**src/rtl/core/job_table_id_allocator_macros.svh**
```systemverilog
// Assertion macros for the job table ID allocator.
// Used by files that carry concurrent checks; empty when SYNTH is set.
`ifndef JOB_TABLE_ID_ALLOCATOR_MACROS_SVH
`define JOB_TABLE_ID_ALLOCATOR_MACROS_SVH
`ifndef SYNTH
`define JTA_ASSERT_IMPL(label, ante, cons) \
   label: assert property (@(posedge clock) disable iff (reset) (ante) |-> (cons)) \
      else $error("jta check failed");
`define JTA_ASSERT_NEXT(label, ante, cons) \
   label: assert property (@(posedge clock) disable iff (reset) (ante) |=> (cons)) \
      else $error("jta check failed");
`else
`define JTA_ASSERT_IMPL(label, ante, cons)
`define JTA_ASSERT_NEXT(label, ante, cons)
`endif
`endif

```
**src/rtl/core/jta_pkg.sv**
```systemverilog
`timescale 1ns / 1ps
// Shared types and constants for the job table ID allocator.
// No dependencies; used by every module of the block.
package jta_pkg;

   localparam int FUNC_W       = 3;
   localparam int KEY_W        = 22;
   localparam int JOB_W        = 8;
   localparam int STAT_W       = 32;
   localparam int CNT_W        = 9;
   localparam int RC_W         = 2;
   localparam int DEF_MAX_JOBS = 16;

   typedef enum logic [FUNC_W-1:0] {
      FN_ADD        = 3'd0,
      FN_JID_BY_KEY = 3'd1,
      FN_KEY_BY_JID = 3'd2,
      FN_REMOVE_KEY = 3'd3,
      FN_REMOVE_JID = 3'd4,
      FN_SET_STATUS = 3'd5,
      FN_GET_STATUS = 3'd6,
      FN_CLEAR      = 3'd7
   } func_type;

   typedef enum logic [RC_W-1:0] {
      RC_OK        = 2'd0,
      RC_NOT_FOUND = 2'd1,
      RC_DUPLICATE = 2'd2,
      RC_FULL      = 2'd3
   } rc_type;

   // sequencer to compare unit
   typedef struct packed {
      logic start;
      logic cmp_en;
   } scan_ctl_type;

   // compare unit to sequencer
   typedef struct packed {
      logic hit;
      logic has_free;
   } scan_res_type;

   // slot memory write request
   typedef struct packed {
      logic              key_we;
      logic              status_we;
      logic [KEY_W-1:0]  key;
      logic [STAT_W-1:0] status;
   } mem_wr_type;

endpackage

```
**src/rtl/core/jta_slot_mem.sv**
```systemverilog
`timescale 1ns / 1ps
// Key and status storage for the job slots, one write and one read port.
// Depends on jta_pkg.
module jta_slot_mem #(
   parameter int MAX_JOBS = jta_pkg::DEF_MAX_JOBS,
   localparam int JW = $clog2(MAX_JOBS)
) (
   input  logic                       clock,
   input  jta_pkg::mem_wr_type        wr,
   input  logic [JW-1:0]              wr_addr,
   input  logic [JW-1:0]              rd_addr,
   output logic [jta_pkg::KEY_W-1:0]  rd_key,
   output logic [jta_pkg::STAT_W-1:0] rd_status
);

   logic [jta_pkg::KEY_W-1:0]  key_mem_ff    [MAX_JOBS];
   logic [jta_pkg::STAT_W-1:0] status_mem_ff [MAX_JOBS];
   logic [jta_pkg::KEY_W-1:0]  rd_key_ff;
   logic [jta_pkg::STAT_W-1:0] rd_status_ff;

   always_ff @(posedge clock) begin
      if (wr.key_we) begin
         key_mem_ff[wr_addr] <= wr.key;
      end
      rd_key_ff <= key_mem_ff[rd_addr];
   end

   always_ff @(posedge clock) begin
      if (wr.status_we) begin
         status_mem_ff[wr_addr] <= wr.status;
      end
      rd_status_ff <= status_mem_ff[rd_addr];
   end

   assign rd_key    = rd_key_ff;
   assign rd_status = rd_status_ff;

endmodule

```
**src/rtl/core/jta_scan_unit.sv**
```systemverilog
`timescale 1ns / 1ps
// Shared key compare unit: visits one slot per cycle, keeps the first
// matching slot and the lowest free slot. Depends on jta_pkg.
module jta_scan_unit #(
   parameter int MAX_JOBS = jta_pkg::DEF_MAX_JOBS,
   localparam int JW = $clog2(MAX_JOBS)
) (
   input  logic                      clock,
   input  logic                      reset,
   input  jta_pkg::scan_ctl_type     ctl,
   input  logic [JW-1:0]             cmp_idx,
   input  logic                      slot_valid,
   input  logic [jta_pkg::KEY_W-1:0] rd_key,
   input  logic [jta_pkg::KEY_W-1:0] req_key,
   output jta_pkg::scan_res_type     res,
   output logic [JW-1:0]             hit_idx,
   output logic [JW-1:0]             free_idx
);

   logic          hit_ff, hit_in;
   logic          free_ff, free_in;
   logic [JW-1:0] hit_idx_ff, hit_idx_in;
   logic [JW-1:0] free_idx_ff, free_idx_in;
   logic          match;

   assign match = slot_valid && (rd_key == req_key);

   always_comb begin
      hit_in      = hit_ff;
      free_in     = free_ff;
      hit_idx_in  = hit_idx_ff;
      free_idx_in = free_idx_ff;
      if (ctl.start) begin
         hit_in  = 1'b0;
         free_in = 1'b0;
      end else if (ctl.cmp_en) begin
         // first hit / first hole wins, later ones are ignored
         if (match && !hit_ff) begin
            hit_in     = 1'b1;
            hit_idx_in = cmp_idx;
         end
         if (!slot_valid && !free_ff) begin
            free_in     = 1'b1;
            free_idx_in = cmp_idx;
         end
      end
   end

   always_ff @(posedge clock) begin
      if (reset) begin
         hit_ff  <= 1'b0;
         free_ff <= 1'b0;
      end else begin
         hit_ff  <= hit_in;
         free_ff <= free_in;
      end
      hit_idx_ff  <= hit_idx_in;
      free_idx_ff <= free_idx_in;
   end

   assign res.hit      = hit_ff;
   assign res.has_free = free_ff;
   assign hit_idx      = hit_idx_ff;
   assign free_idx     = free_idx_ff;

endmodule

```
**src/rtl/core/job_table_id_allocator.sv**
```systemverilog
`timescale 1ns / 1ps
// Job table with lowest-free ID allocation and lookup by key.
// Add, lookup by key and remove by key sweep all slots through one key
// compare unit, one slot per cycle off the key memory read port. A new
// request is taken only once the last result is loaded into the output register.
// Lookup/get by job number wait for the memory read; other requests go straight to done.
// Reset clears valid marks, count and handshakes; key/status memory is not swept.
module job_table_id_allocator #(
   parameter int MAX_JOBS = jta_pkg::DEF_MAX_JOBS
) (
   input  logic                        clock,
   input  logic                        reset,
   input  logic                        req_tvalid,
   output logic                        req_tready,
   input  logic [63:0]                 req_tdata,  // group_key, job_number, status_value, pad
   input  logic [jta_pkg::FUNC_W-1:0]  req_tuser,  // func
   output logic                        rsp_tvalid,
   input  logic                        rsp_tready,
   output logic [71:0]                 rsp_tdata,  // job_out, key_out, status_out, entry_count, pad
   output logic [jta_pkg::RC_W-1:0]    rsp_tuser   // result_code
);

   localparam int JW = $clog2(MAX_JOBS);
   localparam int CW = $clog2(MAX_JOBS + 1);

   typedef enum logic [3:0] {
      ST_IDLE = 4'b0001,
      ST_SCAN = 4'b0010,
      ST_WAIT = 4'b0100,
      ST_DONE = 4'b1000
   } state_type;

   state_type state_ff, state_in;

   logic                        req_acc;
   logic [jta_pkg::KEY_W-1:0]   req_key_ff;
   logic [jta_pkg::JOB_W-1:0]   req_job_ff;
   logic [jta_pkg::STAT_W-1:0]  req_stat_ff;
   jta_pkg::func_type           req_func_ff;

   logic [MAX_JOBS-1:0]         slot_valid_ff, slot_valid_in;
   logic [CW-1:0]               count_ff, count_in;
   logic [JW-1:0]               issue_idx_ff;
   logic                        cmp_en_ff;
   logic [JW-1:0]               cmp_idx_ff;

   jta_pkg::scan_ctl_type       scan_ctl;
   jta_pkg::scan_res_type       scan_res;
   logic [JW-1:0]               hit_idx, free_idx;
   logic [jta_pkg::KEY_W-1:0]   rd_key;
   logic [jta_pkg::STAT_W-1:0]  rd_status;
   logic [JW-1:0]               rd_addr;
   jta_pkg::mem_wr_type         wr_req, wr_mem;
   logic [JW-1:0]               wr_addr;

   logic                        out_free, commit, key_op;
   logic [JW-1:0]               jn_idx;
   logic                        jn_in_range, job_held;

   jta_pkg::rc_type             rc_in;
   logic [jta_pkg::JOB_W-1:0]   job_in;
   logic [jta_pkg::KEY_W-1:0]   kout_in;
   logic [jta_pkg::STAT_W-1:0]  sout_in;

   logic                        rsp_valid_ff;
   jta_pkg::rc_type             rsp_rc_ff;
   logic [jta_pkg::JOB_W-1:0]   rsp_job_ff;
   logic [jta_pkg::KEY_W-1:0]   rsp_key_ff;
   logic [jta_pkg::STAT_W-1:0]  rsp_stat_ff;
   logic [jta_pkg::CNT_W-1:0]   rsp_cnt_ff;

   assign req_tready = (state_ff == ST_IDLE);
   assign req_acc    = req_tvalid && req_tready;
   assign out_free   = !rsp_valid_ff || rsp_tready;
   assign commit     = (state_ff == ST_DONE) && out_free;

   assign key_op = (req_tuser == jta_pkg::FN_ADD) || (req_tuser == jta_pkg::FN_JID_BY_KEY) ||
                   (req_tuser == jta_pkg::FN_REMOVE_KEY);

   assign jn_idx      = req_job_ff[JW-1:0];
   assign jn_in_range = ({1'b0, req_job_ff} < (jta_pkg::JOB_W+1)'(MAX_JOBS));
   assign job_held    = jn_in_range && slot_valid_ff[jn_idx];

   // sequencer
   always_comb begin
      state_in = state_ff;
      case (state_ff)
         ST_IDLE: begin
            if (req_acc) begin
               if (key_op) begin
                  state_in = ST_SCAN;
               end else if ((req_tuser == jta_pkg::FN_KEY_BY_JID) ||
                            (req_tuser == jta_pkg::FN_GET_STATUS)) begin
                  state_in = ST_WAIT;
               end else begin
                  state_in = ST_DONE;
               end
            end
         end
         ST_SCAN: begin
            if (issue_idx_ff == JW'(MAX_JOBS - 1)) begin
               state_in = ST_WAIT;
            end
         end
         ST_WAIT: state_in = ST_DONE;
         ST_DONE: begin
            if (out_free) begin
               state_in = ST_IDLE;
            end
         end
         default: state_in = ST_IDLE;
      endcase
   end

   always_ff @(posedge clock) begin
      if (reset) begin
         state_ff     <= ST_IDLE;
         cmp_en_ff    <= 1'b0;
         issue_idx_ff <= '0;
      end else begin
         state_ff  <= state_in;
         cmp_en_ff <= (state_ff == ST_SCAN);
         if (req_acc) begin
            issue_idx_ff <= '0;
         end else if (state_ff == ST_SCAN) begin
            issue_idx_ff <= issue_idx_ff + 1'b1;
         end
      end
      cmp_idx_ff <= issue_idx_ff;
      if (req_acc) begin
         req_func_ff <= jta_pkg::func_type'(req_tuser);
         req_key_ff  <= req_tdata[21:0];
         req_job_ff  <= req_tdata[29:22];
         req_stat_ff <= req_tdata[61:30];
      end
   end

   assign scan_ctl.start  = req_acc;
   assign scan_ctl.cmp_en = cmp_en_ff;
   assign rd_addr = (state_ff == ST_SCAN) ? issue_idx_ff : jn_idx;

   jta_scan_unit #(.MAX_JOBS(MAX_JOBS)) u_scan (
      .clock      (clock),
      .reset      (reset),
      .ctl        (scan_ctl),
      .cmp_idx    (cmp_idx_ff),
      .slot_valid (slot_valid_ff[cmp_idx_ff]),
      .rd_key     (rd_key),
      .req_key    (req_key_ff),
      .res        (scan_res),
      .hit_idx    (hit_idx),
      .free_idx   (free_idx)
   );

   jta_slot_mem #(.MAX_JOBS(MAX_JOBS)) u_mem (
      .clock     (clock),
      .wr        (wr_mem),
      .wr_addr   (wr_addr),
      .rd_addr   (rd_addr),
      .rd_key    (rd_key),
      .rd_status (rd_status)
   );

   // request outcome, applied in the cycle the result is loaded
   always_comb begin
      rc_in         = jta_pkg::RC_NOT_FOUND;
      job_in        = '0;
      kout_in       = '0;
      sout_in       = '0;
      slot_valid_in = slot_valid_ff;
      count_in      = count_ff;
      wr_req        = '0;
      wr_addr       = jn_idx;
      case (req_func_ff)
         jta_pkg::FN_ADD: begin
            if (scan_res.hit) begin
               rc_in = jta_pkg::RC_DUPLICATE;
            end else if (!scan_res.has_free) begin
               rc_in = jta_pkg::RC_FULL;
            end else begin
               rc_in                   = jta_pkg::RC_OK;
               job_in                  = jta_pkg::JOB_W'(free_idx);
               slot_valid_in[free_idx] = 1'b1;
               count_in                = count_ff + 1'b1;
               wr_req.key_we           = 1'b1;
               wr_req.status_we        = 1'b1;
               wr_req.key              = req_key_ff;
               wr_req.status           = '1;
               wr_addr                 = free_idx;
            end
         end
         jta_pkg::FN_JID_BY_KEY: begin
            if (scan_res.hit) begin
               rc_in  = jta_pkg::RC_OK;
               job_in = jta_pkg::JOB_W'(hit_idx);
            end
         end
         jta_pkg::FN_KEY_BY_JID: begin
            if (job_held) begin
               rc_in   = jta_pkg::RC_OK;
               job_in  = req_job_ff;
               kout_in = rd_key;
            end
         end
         jta_pkg::FN_REMOVE_KEY: begin
            if (scan_res.hit) begin
               rc_in                  = jta_pkg::RC_OK;
               job_in                 = jta_pkg::JOB_W'(hit_idx);
               slot_valid_in[hit_idx] = 1'b0;
               count_in               = count_ff - 1'b1;
            end
         end
         jta_pkg::FN_REMOVE_JID: begin
            if (job_held) begin
               rc_in                 = jta_pkg::RC_OK;
               job_in                = req_job_ff;
               slot_valid_in[jn_idx] = 1'b0;
               count_in              = count_ff - 1'b1;
            end
         end
         jta_pkg::FN_SET_STATUS: begin
            if (job_held) begin
               rc_in            = jta_pkg::RC_OK;
               job_in           = req_job_ff;
               wr_req.status_we = 1'b1;
               wr_req.status    = req_stat_ff;
            end
         end
         jta_pkg::FN_GET_STATUS: begin
            if (job_held) begin
               rc_in   = jta_pkg::RC_OK;
               job_in  = req_job_ff;
               sout_in = rd_status;
            end
         end
         jta_pkg::FN_CLEAR: begin
            rc_in         = jta_pkg::RC_OK;
            slot_valid_in = '0;
            count_in      = '0;
         end
         default: rc_in = jta_pkg::RC_NOT_FOUND;
      endcase
   end

   always_comb begin
      wr_mem           = wr_req;
      wr_mem.key_we    = wr_req.key_we && commit;
      wr_mem.status_we = wr_req.status_we && commit;
   end

   always_ff @(posedge clock) begin
      if (reset) begin
         slot_valid_ff <= '0;
         count_ff      <= '0;
         rsp_valid_ff  <= 1'b0;
      end else begin
         if (commit) begin
            slot_valid_ff <= slot_valid_in;
            count_ff      <= count_in;
            rsp_valid_ff  <= 1'b1;
         end else if (rsp_tready) begin
            rsp_valid_ff <= 1'b0;
         end
      end
      if (commit) begin
         rsp_rc_ff   <= rc_in;
         rsp_job_ff  <= job_in;
         rsp_key_ff  <= kout_in;
         rsp_stat_ff <= sout_in;
         rsp_cnt_ff  <= jta_pkg::CNT_W'(count_in);
      end
   end

   assign rsp_tvalid = rsp_valid_ff;
   assign rsp_tuser  = rsp_rc_ff;
   assign rsp_tdata  = {1'b0, rsp_cnt_ff, rsp_stat_ff, rsp_key_ff, rsp_job_ff};

`include "job_table_id_allocator_macros.svh"

   `JTA_ASSERT_IMPL(a_count_matches_marks, 1'b1, $countones(slot_valid_ff) == int'(count_ff))
   `JTA_ASSERT_IMPL(a_count_bounded, 1'b1, int'(count_ff) <= MAX_JOBS)
   `JTA_ASSERT_NEXT(a_accept_starts_work, req_acc, state_ff != ST_IDLE)
   `JTA_ASSERT_NEXT(a_commit_shows_result, commit, rsp_tvalid)

endmodule
```
**config.mk**
```make
export PLATFORM = sky130hd
export DESIGN_NAME = job_table_id_allocator
export DESIGN_NICKNAME = d
export VERILOG_FILES = /design/src/rtl/core/jta_pkg.sv /design/src/rtl/core/jta_slot_mem.sv /design/src/rtl/core/jta_scan_unit.sv /design/src/rtl/core/job_table_id_allocator.sv
export VERILOG_INCLUDE_DIRS = /design/src /design/src/rtl/core
export SDC_FILE = /design/constraint.sdc
export NUM_CORES = 1
export LEC_CHECK = 0
export BUFFER_PORTS_ARGS = -buffer_cell sky130_fd_sc_hd__buf_2
export CAP_MARGIN = 5
export CORE_MARGIN = 1.5
export CORE_UTILIZATION = 44
export CTS_CLUSTER_SIZE = 40
export DETAILED_ROUTE_END_ITERATION = 12
export SLEW_MARGIN = 0
export SYNTH_ARGS = -nofsm -noshare
export SYNTH_HDL_FRONTEND = slang
export SYNTH_HIERARCHICAL = 1
export SYNTH_SLANG_ARGS = --single-unit
```
**constraint.sdc**
```tcl
create_clock -name clock -period 13.1 [get_ports clock]
set_input_delay 1.31 -clock clock [delete_from_list [all_inputs] [get_ports clock]]
set_output_delay 1.31 -clock clock [all_outputs]
set_load 0.01 [all_outputs]
```
* Word level (Yosys, flattened, before mapping)
Memory sizes are Yosys's and may differ from the RTL's. A register that Yosys moved wholly into a read port is not among the register bits.
Cells that the tools add are included.
Widths: inputs -> output; s select.
** Storage, ports and cells
- Register bits :: 179
- Bits in latches :: 0
- Bits in writable memories :: 864
- Bits in read-only memories :: 0
- Bits of input ports :: 71
- Logic and storage cells :: 151
- Memories :: 2
** Memories
- u_mem.status_mem_ff :: depth 16, width 32, rd ports 1, clocked after Yosys merged registers in 1, write ports 1, RTL line jta_slot_mem.sv:17 : logic [jta_pkg::STAT_W-1:0] status_mem_ff [MAX_JOBS];
- u_mem.key_mem_ff :: depth 16, width 22, rd ports 1, clocked after Yosys merged registers in 1, write ports 1, RTL line jta_slot_mem.sv:16 : logic [jta_pkg::KEY_W-1:0] key_mem_ff [MAX_JOBS];
** Cells by class
- Add/subtract/negate cells :: 3
- $mul :: 0
- Divide/modulo/power cells :: 0
- Magnitude comparators :: 8
- Equality and inequality tests :: 24
- Shift operators :: 0
- Muxes and demuxes :: 54
- Bitwise gates (word level) :: 6
- Reduce and logical (&&, ||, !) cells :: 34
** Operators with widths (count)
- $mux 56 :: 2
- $mux 16 :: 4
- $pmux 16 s4 :: 1
- $pmux 32 s2 :: 1
- $mux 4 :: 12
- $and 16x16->16 :: 2
- $mux 32 :: 1
- $not 16->16 :: 2
- $pmux 8 s3 :: 1
- $eq 22x22->1 :: 1
- $mux 22 :: 1
- $lt 4x5->1 const B :: 4
- $mux 5 :: 4
- $pmux 5 s4 :: 1
- $or 16x16->16 :: 1
- $pmux 4 s4 :: 1
- $eq 3x3->1 const B :: 5
- $mux 1 :: 15
- $demux 1 s4 :: 3
- $eq 3x2->1 const B :: 4
- $ge 4x1->1 const B :: 3
- $logic_and 1x1->1 :: 11
- $reduce_and 3->1 :: 3
- $bmux 1 s4 :: 2
- other kinds (25) :: 44

* Longest topological paths before layout
Gate-level depths: netlist (run 1).
- Depth in word-level cells :: 8
- Depth in mapped cells :: 10
- Mapped depth without buffers :: 8

* By module
The synthesis (run 1) kept the hierarchy.
** By module, submodules not included
- jta_slot_mem :: times used 1, cells an instance 1418, area an instance 33540.9 sq um, sequential area each 27025.9 sq um
- job_table_id_allocator :: times used 1, cells an instance 651, area an instance 7828.8 sq um, sequential area each 4724.5 sq um
- jta_scan_unit :: times used 1, cells an instance 57, area an instance 625.6 sq um, sequential area each 280.3 sq um

* Worst setup path before layout (run 1)
Ideal clock, no wire load.
- Path kind :: input -> register
- Start :: input port rsp_tready
- End :: memory u_mem/status_mem_ff[0][0] (netlist bit) (enable)
- Setup time :: 421 ps
- Arrival :: 3991 ps
- Data required time :: 12679 ps
- Path slack :: 8688 ps
- Cell stages on the path :: 5
- Path buffers :: 0
- Cells stage by stage :: nor2b_1 nand3b_1 nor4b_1 or3b_2 nor2_1
** RTL lines
- start, declared :: RTL line job_table_id_allocator.sv:18 : input logic rsp_tready,
- end, declared :: RTL line jta_slot_mem.sv:17

==> results of run 1 <==
==> cells in the mapped netlist (all sizes together), types with 31 or more instances <==
cell    number  share of area [%]
buf         64                1.1
nor2        60               0.55
and2        60               0.89
edfxtp    1006                 72
clkbuf      60               0.54
o21a        33               0.59
a22oi      111                2.0
and3        31               0.49
o21ai       52               0.64
nand2       90               0.80
dfxtp       91                4.3
mux4       221                 12
==> layer usage <==
| layer | up-vias | GRT usage, % | share of wire (%) |
|---|---|---|---|
| met5 | - | 0 | 0.011 |
| met2 | 763 | 31.78 | 48 |
| met3 | 150 | 3.597 | 6.9 |
| li1 | 9048 | - | - |
| met1 | 10950 | 28.15 | 42 |
| met4 | 2 | 5.847 | 2.4 |
==> power groups by stage <==
stage | sequential [mW] | combinational, mW | clock [mW]
2_1_floorplan | 3.90 | 0.207 | 0
3_3_place_gp | 3.92 | 0.284 | 0
3_5_place_dp | 3.92 | 0.287 | 0
4_1_cts | 3.84 | 0.288 | 3.23
5_1_grt | 3.84 | 0.306 | 3.37
6_report | 3.84 | 0.283 | 3.17
==> registers in the layout (all words and copies together) (netlist names), 2 cells and up <==
name                 flops
issue_idx_ff             4
u_mem/rd_key            22
u_mem/key_mem_ff       352
state_ff                 4
rsp_stat_ff             32
u_scan/hit_idx           4
rsp_job_ff               8
slot_valid_ff           16
u_mem/rd_status         32
u_scan/free_idx          4
rsp_tuser                2
req_stat_ff             32
req_key_ff              22
req_job_ff               8
cmp_idx_ff               4
count_ff                 5
req_func_ff              3
rsp_key_ff              22
u_mem/status_mem_ff    512
rsp_cnt_ff               5
==> worst max-delay path, cell delays in order (launching register included) <==
cell and delay (ps):
edfxtp_1 830, mux2_2 320, o221a_2 230, and3_4 220, nor2_2 90, o21ai_4 150, buf_4 510, nor4b_1 610
or3b_2 630, nor2_4 120, buf_4 560
==> stage by stage <==
step                      hold slack (ps)  setup slack, ps  cell area [um^2]
after floorplan                     375.9             8688             42030
after global placement              410.8             8424             44250
after detailed placement            422.4             8382             44250
after CTS                           428.5             8354             47910
after global routing                436.9             8104             47910
final                               431.5             8382             47910
==> path summary, 6_finish.rpt <==
kind	start	end	slack [ps]	cells past startpoint
worst max-delay path	req_job_ff[1]$_DFFE_PP_	u_mem/status_mem_ff[3][6]$_DFFE_PP_	8380	10
worst min-delay path	issue_idx_ff[3]$_SDFFE_PP0P_	cmp_idx_ff[3]$_DFF_P_	430	0
worst max register to register	req_job_ff[1]$_DFFE_PP_	u_mem/status_mem_ff[3][6]$_DFFE_PP_	8380	10
worst min register to register	issue_idx_ff[3]$_SDFFE_PP0P_	cmp_idx_ff[3]$_DFF_P_	430	0
==> logic make-up after synthesis <==
kind of cell / Yosys count
AO/OA/AOI/OAI: 275
XOR/XNOR: 29
adder cells (fa/ha/maj): 3
buffers and inverters: 149
flip-flops: 1097
multiplexers: 235
other: 1
AND/OR/NAND/NOR: 337
==> layout make-up <==
class                   instances  area share, %
clock inverters                53          1.347
multi-input cells             888          19.74
diodes                          1       0.005223
well taps                    1265          3.303
repair buffers                190          2.251
inverters                      25         0.2037
flip-flops and latches       1097          66.85
clock buffers                 152          6.301
==> flow_metrics.tcl, run 1 <==
set metrics [dict create \
    period_minus_slack_ps 4718 \
    layout-drive-gt1-share_pct 26.90 \
    tightest_slew_ps 1213 \
    syn-instance-count 2126 \
    regArea_um2 32030 \
    routabilityCongestion 0.8522 \
    first_global_vias 21580 \
    p_switching_mw 1.501 \
    numCtsBuffers 108 \
    synth-seq-cells 1097 \
    path_class "flip-flop to flip-flop" \
    yosys_warnings 6 \
    vias_per_cell 5.696 \
    place_inst 3465 \
    die_w_um 311.9 \
    power_leakage_nw 15.22 \
    grt_pass1_wl_um 142300 \
    cts_setup_buffers 0 \
    layout_common_cells "edfxtp_1 (1,006), mux4_2 (221), buf_2 (139)" \
    synth_top_family_by_area "multiplexers" \
    cp_max_fo 33 \
    start_kind "flip-flop" \
    timing.final.setup_violations 0 \
    dieArea_um2 97310 \
    layout_commonest_cell "edfxtp_1" \
    tns_ps 0 \
    status "complete, no violations" \
    synthSimpleGateAreaFrac_pct 4.198 \
    route.antenna.remaining_nets 0 \
    synth_compound_area_share_pct 4.755 \
    cp.arrival_ps 5010 \
    grtUsageTotal_pct 19.89 \
    die_h_um 311.9 \
    synth_enable_flop_cells 1006 \
    grt_overflow_total 0 \
    multi_input_area_um2 9458 \
    clock-sinks 1097 \
    min_path_type "flip-flop to flip-flop" \
    cp.required_ps 13390 \
    rows 113 \
    skew_ps 24.01 \
    cts-root-buf "clkbuf_16" \
    clock_latency_ps 670 \
    power.density_nw_per_um2 152.3 \
    hold_violations 0 \
    stdcell_count 3671 \
    power.internal_mw 5.798 \
    clk_pin_slew_ps 70 \
    num-fill-cells 7610 \
    cts_tree "built" \
    dr.pass1.iters 5 \
    wl_per_cell_um 26.35 \
    slew_headroom_pct 18.85 \
    synth-async-reset-ratio_pct 0 \
    slew_violations 0 \
    drv_cap 0 \
    wirelength_um 96750 \
    fin_nets 2384 \
    ios 147 \
    p_total_mw 7.299 \
    sw_frac_of_total_pct 20.56 \
    initial_core_util_pct 44.33 \
    io_buffers 139 \
    synth_fa_ha_area_share_pct 0.08938 \
    synth_area_um2 42000 \
    grt_start_max_net_pins 90 \
    num_vias 20910 \
    vdd_drop_max_mv 0.1205 \
    clockBufferDepth 3 \
    synth.distinct_cells 63 \
    finish.utilization_pct 50.58 \
    finalCritPeriodShare_pct 36.01 \
    rsz0062_at_grt "no" \
    power_frac_seq_pct 52.6 \
    combPwrFrac_pct 3.9 \
    cp-end-kind "flip-flop" \
    fp.coreArea_um2 94730 \
    first_iter_violations 2139 \
    drc 0 \
    dp_hpwl_um 50460 \
    clkPwrFrac_pct 43.5 \
    postCtsResizedCells 0 \
    clock.fmax_ghz 0.2120 \
    antenna_found_initial 1 \
    avgSynthCellArea_um2 19.75 \
    area_growth_pct 14.10 \
    yosysSeqAreaShare_pct 76.27 \
    synth_mux_area_share_pct 12.23 \
    ys.flop_type "edfxtp_1" \
    holdBufCountCts 0 \
    cts_max_level 3 \
    synthXorXnorAreaFrac_pct 0.6048 \
]
Power figures use the tool's default switching activity.
==> inputs of run 2 (changes only) <==
==> constraint.sdc (replaced) <==
create_clock -name clock -period 3.99 [get_ports clock]
set_input_delay 0.399 -clock clock [delete_from_list [all_inputs] [get_ports clock]]
set_output_delay 0.399 -clock clock [all_outputs]
set_load 0.01 [all_outputs]
==> run 2 against run 1 <==
Against the previous run: sequential share of layout area down 1.6 points; clock skew up 11 ps; worst setup slack worse by 7800 ps; power rose to 3.2 times the previous value; global-route usage up 0.051 points; die area unchanged; clock-buffer cell count up 5; fmax up 38%; sequential power rose to 3.3 times the previous value; flip-flop and latch count unchanged; cell count up 2.9%; largest cell class unchanged.
==> flow_metrics.tcl, run 2 (synthesis results as in run 1) <==
set metrics [dict create \
    status "complete, no violations" \
    initial_core_util_pct 44.33 \
    dieArea_um2 97310 \
    top_regs "u_mem/status_mem_ff (512), u_mem/key_mem_ff (352)" \
    cts-root-buf "clkbuf_16" \
    path_cells "mux2_2 -> o221a_2 -> and3_4 -> nor2_2 -> o21ai_4 -> nor4b_1 -> buf_4 -> or3b_2 -> nor2_4 -> buf_12" \
    clockBufferDepth 3 \
    p_total_mw 23.56 \
    crit_start "req_job_ff[1]$_DFFE_PP_" \
    first_global_vias 21940 \
    die_h_um 311.9 \
    finalCritPeriodShare_pct 85.40 \
    slew_violations 0 \
    die_w_um 311.9 \
    period_minus_slack_ps 3408 \
    power.density_nw_per_um2 479.7 \
    largest_reg_flops 512 \
    grt_overflow_total 0 \
    wl_per_cell_um 25.64 \
    area_growth_pct 16.95 \
    rr_endpoint "u_mem/status_mem_ff[0][16]$_DFFE_PP_" \
    grt_start_max_net_pins 68 \
    critPathCapture "u_mem/status_mem_ff[0][16]$_DFFE_PP_" \
    power_leakage_nw 15.68 \
    hold_violations 0 \
    dp_hpwl_um 56480 \
    cp.required_ps 4370 \
    ios 147 \
    drc 0 \
    min_path_type "input pin to flip-flop" \
    num-fill-cells 7521 \
    route.antenna.remaining_nets 0 \
    cts_setup_buffers 0 \
    regMostFlops "u_mem/status_mem_ff" \
    rr_startpoint "req_job_ff[1]$_DFFE_PP_" \
    clock-sinks 1097 \
    cp.depth 10 \
    clk_pin_slew_ps 60 \
    layout_commonest_cell "edfxtp_1" \
    slowest_delay_ps 600 \
    start_kind "flip-flop" \
    timing.final.setup_violations 0 \
    cp_max_fo 23 \
    finalInstanceArea_um2 49110 \
    vdd_drop_max_mv 0.3990 \
    routabilityCongestion 0.8582 \
    antenna_found_initial 1 \
    numCtsBuffers 109 \
    fin_nets 2491 \
    reg2reg_slack_ps 580 \
    layout-drive-gt1-share_pct 26.91 \
    wirelength_um 96860 \
    io_buffers 139 \
    finish.utilization_pct 51.85 \
    reg2regPathDepth 10 \
    cts_max_level 3 \
    cp.arrival_ps 3790 \
    fp.coreArea_um2 94730 \
    layout_common_cells "edfxtp_1 (1,006), mux4_2 (221), buf_2 (139)" \
    critical_path_buf_inv_count 2 \
    drv_cap 0 \
    tightest_slew_ps 1228 \
    skew_ps 34.83 \
    first_iter_violations 2127 \
    rsz0062_at_grt "no" \
    path_class "flip-flop to flip-flop" \
    cp-end-kind "flip-flop" \
    crit_family "simple AND/OR/NAND/NOR gates" \
    place_inst 3506 \
    dr.pass1.iters 5 \
    slew_headroom_pct 18.15 \
    cts_tree "built" \
    dpl_cell_area_um2 44970 \
    vias_per_cell 5.643 \
    grt_pass1_wl_um 142800 \
    num_antenna_cells 0 \
    grtUsageTotal_pct 19.94 \
    rows 113 \
    cp_slowest_cell "edfxtp_1" \
    stdcell_count 3777 \
    clock_latency_ps 700 \
    clock.fmax_ghz 0.2935 \
    num_vias 21320 \
]
## run 2: cell types whose count changed in the layout (fill, tap and decap cells not counted), sizes merged
cell,delta
buf,+41
bufinv,-9
clkbuf,+5
clkinv,+4
clkinvlp,+4
diode,-1
dlygate4sd3,+65
inv,-3
## run 2: stage by stage
step | worst slack [ps] | TNS (ps) | hold slack (ps)
2_1_floorplan | -222.8 | -21390 | 375.9
5_1_grt | 392.4 | 0 | 131.9
6_report | 582.4 | 0 | 75.25
4_1_cts | 578.5 | 0 | 42.14
3_3_place_gp | 610.1 | 0 | 411.3
3_5_place_dp | 635.2 | 0 | 428.6
## run 2: worst min path at each step
stage / start / endpoint / depth (start not counted) / slack (ps)
after floorplan: issue_idx_ff[1]$_SDFFE_PP0P_ / cmp_idx_ff[1]$_DFF_P_ / 0 / 380
after global placement: issue_idx_ff[1]$_SDFFE_PP0P_ / cmp_idx_ff[1]$_DFF_P_ / 0 / 410
after detailed placement: issue_idx_ff[1]$_SDFFE_PP0P_ / cmp_idx_ff[1]$_DFF_P_ / 0 / 430
after CTS: rsp_tready / rsp_tvalid$_SDFFE_PP0P_ / 4 / 40
after global routing: req_tvalid / state_ff[0]$_SDFFE_PP1P_ / 4 / 130
final: rsp_tready / rsp_tvalid$_SDFFE_PP0P_ / 4 / 80
## run 2: report_power, final
group	leakage, nW	switching [mW]	internal (mW)
registers	9.73	0.0797	12.5
clock network	1.67	4.29	5.62
logic	4.28	0.633	0.417
total	15.7	5.00	18.6
## run 2: layout make-up
type                            instances  area (um^2)  share of cell area (%)
Sequential cell                      1097        32030                   65.22
Tap cell                             1265         1583                   3.223
Timing Repair Buffer                  296         2450                   4.988
Clock buffer                          157         3029                   6.168
Inverter                               25        97.59                  0.1987
Multi-Input combinational cell        888         9458                   19.26
Clock inverter                         49        465.4                  0.9477
## run 2: timing repair
action | 4_1_cts | 5_1_grt
endpoints found under the hold margin | 65 | 0
setup endpoints to repair | 0 | 0
gates resized for setup | 0 | 0
hold buffers | 65 | 0
## run 2: metal layers
metal  global-route usage, %  wire length [um]  share of wire (%)
met1                   27.09             40390                 42
met3                   2.960              5873                6.1
met5                       0                 0                  0
met4                   7.171              2848                2.9
met2                   32.99             47740                 49
## run 2: worst reg2reg max path, cell delays in order, from the launching register on
cell and delay [ps]:
edfxtp_1 600, mux2_2 320, o221a_2 210, and3_4 220, nor2_2 80, o21ai_4 160
nor4b_1 290, buf_4 210, or3b_2 580, nor2_4 190, buf_12 220
==> inputs of run 3 (changes only) <==
--- a/config.mk
+++ b/config.mk
@@ -12,6 +12,7 @@
 export CORE_UTILIZATION = 44
 export CTS_CLUSTER_SIZE = 40
 export DETAILED_ROUTE_END_ITERATION = 12
+export MAX_ROUTING_LAYER = met4
 export SLEW_MARGIN = 0
 export SYNTH_ARGS = -nofsm -noshare
 export SYNTH_HDL_FRONTEND = slang
==> run 3 against run 2 <==
Against the previous run: non-clock buffer count is 5 lower; sequential power about the same; fmax is 2.4% lower; critical path type unchanged; highest routed layer unchanged.
==> flow_metrics.tcl, run 3 (synthesis results as in run 1) <==
set metrics [dict create \
    status "complete, no violations" \
    grt_overflow_total 0 \
    finish.utilization_pct 51.92 \
    numCtsBuffers 109 \
    skew_ps 22.83 \
    layout_commonest_cell "edfxtp_1" \
    area_growth_pct 17.12 \
    hold_violations 0 \
    clock.fmax_ghz 0.2864 \
    num_antenna_cells 0 \
    rows 113 \
    dr.pass1.iters 5 \
    dr_wl_met2_um 47850 \
    rsz0062_at_grt "no" \
    cp_slowest_cell "edfxtp_1" \
    grtUsageTotal_pct 20.38 \
    timing.final.setup_violations 0 \
    drc 0 \
    dieArea_um2 97310 \
    crit_start "req_job_ff[1]$_DFFE_PP_" \
    cp_max_fo 23 \
    grt_start_max_net_pins 56 \
    cts_tree "built" \
    tns_ps 0 \
    clockBufferDepth 3 \
    power.density_nw_per_um2 486.5 \
    worstHoldStart "rsp_tready" \
    slew_violations 0 \
    cts-root-buf "clkbuf_16" \
    num-fill-cells 7468 \
    p_total_mw 23.93 \
    route.antenna.remaining_nets 0 \
    slowest_delay_ps 610 \
    clock-sinks 1097 \
    io_buffers 139 \
    path_class "flip-flop to flip-flop" \
    min_path_type "input pin to flip-flop" \
    cts_max_level 3 \
    top_regs "u_mem/status_mem_ff (512), u_mem/key_mem_ff (352)" \
    die_h_um 311.9 \
    dpl_cell_area_um2 44910 \
    hold_ws_ps 104.4 \
    initial_core_util_pct 44.33 \
    drv_cap 0 \
    routabilityCongestion 0.8704 \
    die_w_um 311.9 \
    path_cells "mux2_2 -> o221a_2 -> and3_4 -> nor2_2 -> o21ai_4 -> nor4b_1 -> buf_4 -> or3b_2 -> nor2_4 -> buf_12" \
    vdd_drop_max_mv 0.3180 \
    num_vias 21260 \
    finalWorstSetupSlack_ps 498.9 \
    cp.arrival_ps 3870 \
    largest_reg_flops 512 \
    layout_common_cells "edfxtp_1 (1,006), mux4_2 (221), buf_2 (139)" \
    tightest_slew_ps 1172 \
    first_global_vias 21910 \
    grt_pass1_wl_um 142700 \
    ios 147 \
    dp_hpwl_um 55460 \
    wl_met3_um 5678 \
    wl_per_cell_um 25.48 \
    antenna_found_initial 0 \
    regMostFlops "u_mem/status_mem_ff" \
    highest_layer "met4" \
    cp.required_ps 4360 \
    dp_slack_ps 589.5 \
    finalInstanceArea_um2 49180 \
    cts_setup_buffers 0 \
    clk_pin_slew_ps 60 \
    met1_length_um 40410 \
    vias_per_cell 5.641 \
    rr_startpoint "req_job_ff[1]$_DFFE_PP_" \
    postCtsResizedCells 0 \
    wirelength_um 96050 \
    cp-end-kind "flip-flop" \
    fp.coreArea_um2 94730 \
    slew_headroom_pct 21.84 \
    fin_nets 2486 \
    period_minus_slack_ps 3491 \
    start_kind "flip-flop" \
    finalCritPeriodShare_pct 87.50 \
    layout-drive-gt1-share_pct 27.28 \
    clock_latency_ps 690 \
    power_leakage_nw 15.73 \
    stdcell_count 3769 \
    place_inst 3501 \
    first_iter_violations 2028 \
]
[run 3: cell types whose count changed in the layout (fill, tap and decap cells not counted), moves of 3 or more]
cell / previous run / this run
buf_4: 59 / 56
bufinv_16: 5 / 12
clkbuf_1: 37 / 18
clkbuf_8: 10 / 4
clkinv_1: 14 / 18
clkinv_2: 12 / 21
[run 3: repair_timing]
action,in CTS,in global routing
setup endpoints to repair,0,0
hold buffers,65,0
hold endpoints to repair,65,0
[run 3: layer usage]
layer  up-vias  GRT usage (%)
met2       714          32.61
met1     11150          27.62
met4         0          5.649
met5         -              -
li1       9258              -
met3       143          2.800
[run 3: critical path: cells and delay by family (launching register included)]
family / cells / cell delay [ps]
simple gates: 5 / 1420
flops: 1 / 610
buf+inv: 2 / 420
compound gates: 2 / 360
mux: 1 / 320
[run 3: report_power, final]
group | leakage, nW | total, mW | switching [mW] | internal [mW]
logic | 4.25 | 1.04 | 0.636 | 0.407
clock network | 1.75 | 10.3 | 4.36 | 5.93
registers | 9.73 | 12.6 | 0.0790 | 12.5
total | 15.7 | 23.9 | 5.07 | 18.9
[run 3: final timing paths]
kind / cells past startpoint / to / slack (ps)
setup / recovery: 10 / u_mem/status_mem_ff[0][0]$_DFFE_PP_ / 500
hold / removal: 4 / rsp_tvalid$_SDFFE_PP0P_ / 100
setup reg to reg: 10 / u_mem/status_mem_ff[0][0]$_DFFE_PP_ / 500
hold reg to reg: 0 / cmp_idx_ff[1]$_DFF_P_ / 420
[run 3: layout make-up]
cell class                      count  area (um^2)  area share (%)
Sequential cell                  1097        32030           65.13
Multi-Input combinational cell    888         9458           19.23
Clock buffer                      132         2875           5.846
Timing Repair Buffer              291         2387           4.854
Tap cell                         1265         1583           3.218
Clock inverter                     71        752.0           1.529
Inverter                           25        97.59          0.1984
